===== src/rtl/core/smc_pkg.sv =====
// ----------------------------------------------------------------------------
// smc_pkg
// Shared types and constants for the skeleton matrix composer: item
// structs, matrix and column types, operation codes and result FIFO sizing.
// ----------------------------------------------------------------------------
package smc_pkg;

    // Result FIFO sizing; it must hold every result that can be in flight.
    localparam int unsigned FIFO_DEPTH = 8;
    localparam int unsigned FIFO_AW    = 3;
    localparam int unsigned FIFO_CW    = 4;

    // Operation codes of an input item.
    localparam logic OP_ANCESTOR = 1'b0;
    localparam logic OP_BONE     = 1'b1;

    // The translation column closes a bone.
    localparam logic [1:0] COL_TRANSLATION = 2'd3;

    // Bone index reported for an item past the bone limit.
    localparam logic [5:0] LIMIT_BONE = 6'd63;

    typedef logic signed [31:0] word_t;

    // One matrix column, element [r] is row r.
    typedef word_t [3:0] vec_t;

    // One 4x4 matrix, element [k] is column k.
    typedef vec_t [3:0] mat_t;

    typedef struct packed {
        logic        op;
        logic [1:0]  column;
        word_t       e0;
        word_t       e1;
        word_t       e2;
        word_t       e3;
        logic        push_req;
        logic        pop_req;
    } in_item_t;

    typedef struct packed {
        logic [5:0]  bone;
        logic [1:0]  out_column;
        word_t       c0;
        word_t       c1;
        word_t       c2;
        word_t       c3;
        logic        stack_error;
    } out_item_t;

endpackage


===== src/rtl/core/smc_result_fifo.sv =====
// ----------------------------------------------------------------------------
// smc_result_fifo
// Small result FIFO that decouples the compute pipeline from the output
// handshake; the producer never pushes into a full FIFO.
// ----------------------------------------------------------------------------
module smc_result_fifo (
    input  logic                aclk,
    input  logic                aresetn,
    input  logic                push,
    input  smc_pkg::out_item_t  push_data,
    input  logic                pop,
    output logic                out_valid,
    output smc_pkg::out_item_t  out_data
);

    smc_pkg::out_item_t                 fifo_mem [smc_pkg::FIFO_DEPTH];
    logic [smc_pkg::FIFO_AW-1:0]        wr_ptr_reg;
    logic [smc_pkg::FIFO_AW-1:0]        rd_ptr_reg;
    logic [smc_pkg::FIFO_CW-1:0]        count_reg;
    logic                               do_pop;

    assign out_valid = (count_reg != '0);
    assign out_data  = fifo_mem[rd_ptr_reg];
    assign do_pop    = pop && out_valid;

    // Storage for queued results.
    always_ff @(posedge aclk) begin
        if (push) begin
            fifo_mem[wr_ptr_reg] <= push_data;
        end
    end

    // Pointers and fill count.
    always_ff @(posedge aclk) begin
        if (!aresetn) begin
            wr_ptr_reg <= '0;
            rd_ptr_reg <= '0;
            count_reg  <= '0;
        end else begin
            if (push) begin
                wr_ptr_reg <= wr_ptr_reg + 1'b1;
            end
            if (do_pop) begin
                rd_ptr_reg <= rd_ptr_reg + 1'b1;
            end
            count_reg <= count_reg + smc_pkg::FIFO_CW'(push)
                       - smc_pkg::FIFO_CW'(do_pop);
        end
    end

endmodule


===== config.mk =====
export PLATFORM = sky130hd
export DESIGN_NAME = smc_result_fifo
export DESIGN_NICKNAME = d
export VERILOG_FILES = /design/src/rtl/core/smc_pkg.sv /design/src/rtl/core/smc_result_fifo.sv
export SDC_FILE = /design/constraint.sdc
export NUM_CORES = 1
export LEC_CHECK = 0
export BUFFER_PORTS_ARGS = -buffer_cell sky130_fd_sc_hd__buf_2
export CAP_MARGIN = 15
export CORE_MARGIN = 4
export CORE_UTILIZATION = 64
export DETAILED_ROUTE_END_ITERATION = 16
export PLACE_DENSITY = 0.87
export SLEW_MARGIN = 15
export SYNTH_ARGS = -nofsm -noshare
export SYNTH_HDL_FRONTEND = slang
export SYNTH_SLANG_ARGS = --single-unit

===== constraint.sdc =====
create_clock -name aclk -period 25.4 [get_ports aclk]
set_clock_uncertainty 0.1 [all_clocks]
set_input_delay 6.35 -clock aclk [delete_from_list [all_inputs] [get_ports aclk]]
set_output_delay 6.35 -clock aclk [all_outputs]
set_load 0.02 [all_outputs]

# ---- Word-level counts from Yosys, hierarchy flattened
# Memories as Yosys holds them, arrays and structs flattened. A register that Yosys moved wholly into a read port is not among the register bits.
# Index checks and enable logic that the tools add are counted.
dict set report totals {
  regBits 10
  ramBits 1096
  memories 1
}
# name depth width read_ports rd_ports_with_merged_regs write_ports line
set mem_list {}
lappend mem_list {fifo_mem 8 137 1 1 1 smc_result_fifo.sv:16} ;# smc_pkg::out_item_t fifo_mem [smc_pkg::FIFO_DEPTH];
dict set report classes {
  addsub 4
  reduce_logical 2
  n_mux 4
}
# op count
set op_table {}
lappend op_table {{3-bit by 1-bit adder with 3-bit output, second input constant} 2}
lappend op_table {{3-bit two-way mux} 2}
lappend op_table {{4-bit by 1-bit adder with 4-bit output} 1}
lappend op_table {{4-bit nonzero test} 1}
lappend op_table {{4-bit by 1-bit subtractor with 4-bit output} 1}
lappend op_table {{1-bit two-way mux} 2}
lappend op_table {{1-bit logical AND} 1}

# ---- Logic depth before layout (Yosys ltp)
dict set report depth {
  depth_word 4
  ltp_mapped 10
  mapped_depth_nobuf 10
}

# ---- Worst setup path after synthesis
# OpenSTA, ideal clock, no wires.
dict set report synth_path {
  path_type {input port to flip-flop}
  from {in push}
  to {mem fifo_mem[0][0] (netlist name) (enable)}
  t_arrival_ns 15.687
  required_time_ns 24.499
  setup_ns 0.801
  path_slack_ns 8.812
  path_buffers 0
  path_stages 2
  cell_sequence {nand2b_1 nor3_1}
}
dict set report synth_via {
  elab_chain_cells 2
}
# element line
set synth_lines {}
lappend synth_lines {{start, declared} smc_result_fifo.sv:9} ;# input logic push,
lappend synth_lines {{1-bit two-way mux} smc_result_fifo.sv:28} ;# if (push) begin
lappend synth_lines {{1-bit two-way mux (implied by the code)} smc_result_fifo.sv:29} ;# fifo_mem[wr_ptr_reg] <= push_data;
lappend synth_lines {{end, declared} smc_result_fifo.sv:16}
# No other way between the ends.

==> flow_summary.ini <==
[yosys]
syn_area_sq_mm = 0.0418
yosysTopAreaCell = edfxtp_1
ys_seq_area_frac = 0.793
synth_cells = 1655
synth_top_family_by_area = multiplexers
yosysTopAreaCellShare = 0.787
ys_warn_count = 0
synth.area.mux_share = 0.187
synth_cell_type_count = 25
synth_fp_nets = 1803
syn-mean-instance-area_sq_um = 25.3
synth_area_leaders = edfxtp_1, mux4_2, mux2_2, buf_6, dfxtp_1
synthXorXnorAreaFrac = 0.000628
ys_seq_elements = 1109
yosys.area_share.simple = 0.00395
synth-compound-area-share = 0.000299
synth_fa_ha_area_frac = 0.00227

[clock_tree]
ctsHoldBuffers = 0
clk_pin_slew_worst_paths_ns = 0.07
insertion_delay_ns = 0.64
clk_root_buffer_cell = clkbuf_16
postCtsResizedCells = 0
cts_tree = done
htree_num_levels = 3
cts_sinks = 1109
ctsLongestPathBuffers = 3
numCtsBuffers = 104
post_cts_buffers = 0

[finish]
fillers = 3324
final_cell_mix = edfxtp_1, buf_2, mux4_2, mux2_2, clkbuf_16
drive_gt1_frac = 0.417
final_common_cell = edfxtp_1
final_nets = 2142
layoutNonFillerInstCount = 2951
syn2layout_area_growth_pct = 13.5
largest_reg_flops = 1096

[pwr]
p_switching_w = 0.00102
pwr-share-comb = 0.150
intPower_w = 0.00323
p_leak_nw = 15.0
pwr-share-seq = 0.493
clockPowerShare = 0.357
sw_frac_of_total = 0.241
vdd_drop_max_mv = 0.0746
powerDensity_mw_per_mm2 = 89.6

[grt]
grt_pass1_vias = 20342
grt_pass1_wl_um = 133000
antenna_found_initial = 33
grt.overflow.total = 0
grt_max_degree = 99
grt_use_total = 0.259

[critical_path]
critPathMaxStageDelay_ns = 0.88
crit_type = reg -> out
cpMostUsedCell = buf_4
crit_fanout = 53
crit_path_end_kind = output pin
slowest_stage = buf_4
worstSetupStartpointType = register
cp_cell_sequence = buf_4, buf_4, mux4_2, mux2_2, buf_2
crit_required_ns = 18.95
arrival_ns = 4.24

[timing]
rsz0062_at_grt = no
period_share = 0.421
tightest_slew_ns = 1.06
fin_crit_ns = 10.69
fmax_mhz = 93.6
setup_viol = 0
final-hold-violation-count = 0
fin_hold_ws_ns = 0.382
finalMaxSlewViolations = 0
relSlewSlack = 0.292
tns_ns = 0

[route]
drt-initial-drc-count = 2007
dr.pass1.iters = 5
drc_errors = 0
ant_nets = 0
wirelength_um = 88700
viasPerCell = 6.42
wire_per_inst_um = 30.1
vias = 18939

[die]
floorplan.initialDensity = 0.647
coreArea_sq_mm = 0.0646
die_h_um = 264
io_pins = 279
dieArea_sq_mm = 0.0695
placementRows = 93
die_x_um = 264

[worst_hold_path]
min_path_type = reg -> reg

[placed_design]
place_inst = 2743
numPortBuffers = 278
hpwl_um = 44400
gp_congestion = 0.721

[outcome]
status = completed

[flow_run]
drv_cap = 0
synthesized netlist by cell type:
cell type and count:
or2_2 1, nor2_1 7, fa_1 1, buf_6 29
nor3_1 2, or3b_2 1, mux2_2 137, nand2_1 9
clkbuf_1 30, ha_1 6, mux2i_1 9, mux4_2 274
inv_1 4, and2_1 4, nand2b_1 6, dfxtp_1 13
buf_1 8, nor2b_1 2, xor2_1 1, nand3_1 1
buf_2 10, a21o_1 1, edfxtp_1 1096, a21oi_1 1
xnor2_1 2
area by class of cell:
class / count / area, sq um / share of cell area
tap: 855 / 1070 / 0.0226
antenna: 21 / 52.6 / 0.00111
clock inverter: 55 / 542 / 0.0114
clock buffer: 132 / 2770 / 0.0584
inverter: 4 / 15.0 / 0.000316
sequential: 1109 / 33200 / 0.699
multi-input combinational: 465 / 8160 / 0.172
timing repair buffer: 310 / 1650 / 0.0347
power by group through the flow:
stage | sequential, W | combinational [W] | clock [W]
floorplan | 0.00212 | 0.000467 | 0
global placement | 0.00213 | 0.000621 | 0
detailed placement | 0.00213 | 0.000634 | 0
CTS | 0.00210 | 0.000647 | 0.00154
global route | 0.00210 | 0.000679 | 0.00162
finish | 0.00210 | 0.000639 | 0.00152
cells by family (layout without fill, tap and decap cells):
kind of cell               Yosys count  count (layout)
and+or+nand+nor                     33              33
adders and majority gates            7               7
DFF                               1109            1109
buffers and inverters               81             501
other                                0              21
muxes                              420             420
xor gates and xnor gates             3               3
AOI/OAI and AO/OA                    2               2
worst paths after layout:
kind	slack, ns	cells after the start	startpoint	endpoint
worst max-delay path	14.71	5	register	out_data[82]
worst min-delay path	0.38	2	rd_ptr_reg[2]$_SDFFE_PN0P_	register
worst max register to register	22.45	3	wr_ptr_reg[0]$_SDFFE_PN0P_	fifo_mem[1][87]$_DFFE_PP_
worst min register to register	0.38	2	rd_ptr_reg[2]$_SDFFE_PN0P_	register
per-layer routing:
layer	GRT usage	wire length [um]	vias up
met5	0	181	-
li1	-	-	7824
met1	0.352	33100	9966
met3	0.0684	7850	191
met2	0.425	45300	928
met4	0.0784	2300	30
stage by stage:
stage / util / instance area (sq um) / setup slack, ns / power (W)
after CTS: 0.734 / 47400 / 14.53 / 0.00428
after global routing: 0.734 / 47400 / 14.24 / 0.00440
final: 0.735 / 47400 / 14.71 / 0.00425
after detailed placement: 0.682 / 44100 / 15.28 / 0.00277
after global placement: 0.682 / 44100 / 15.32 / 0.00275
after floorplan: - / 41800 / 8.81 / 0.00259
worst max-delay path: cells and delay by family (launching register included):
| family | cells | cell delay [ns] |
|---|---|---|
| buffers and inverters | 3 | 1.92 |
| multiplexers | 2 | 0.90 |
| flip-flops | 1 | 0.68 |
Note: power is estimated with default switching activity, not from simulation.
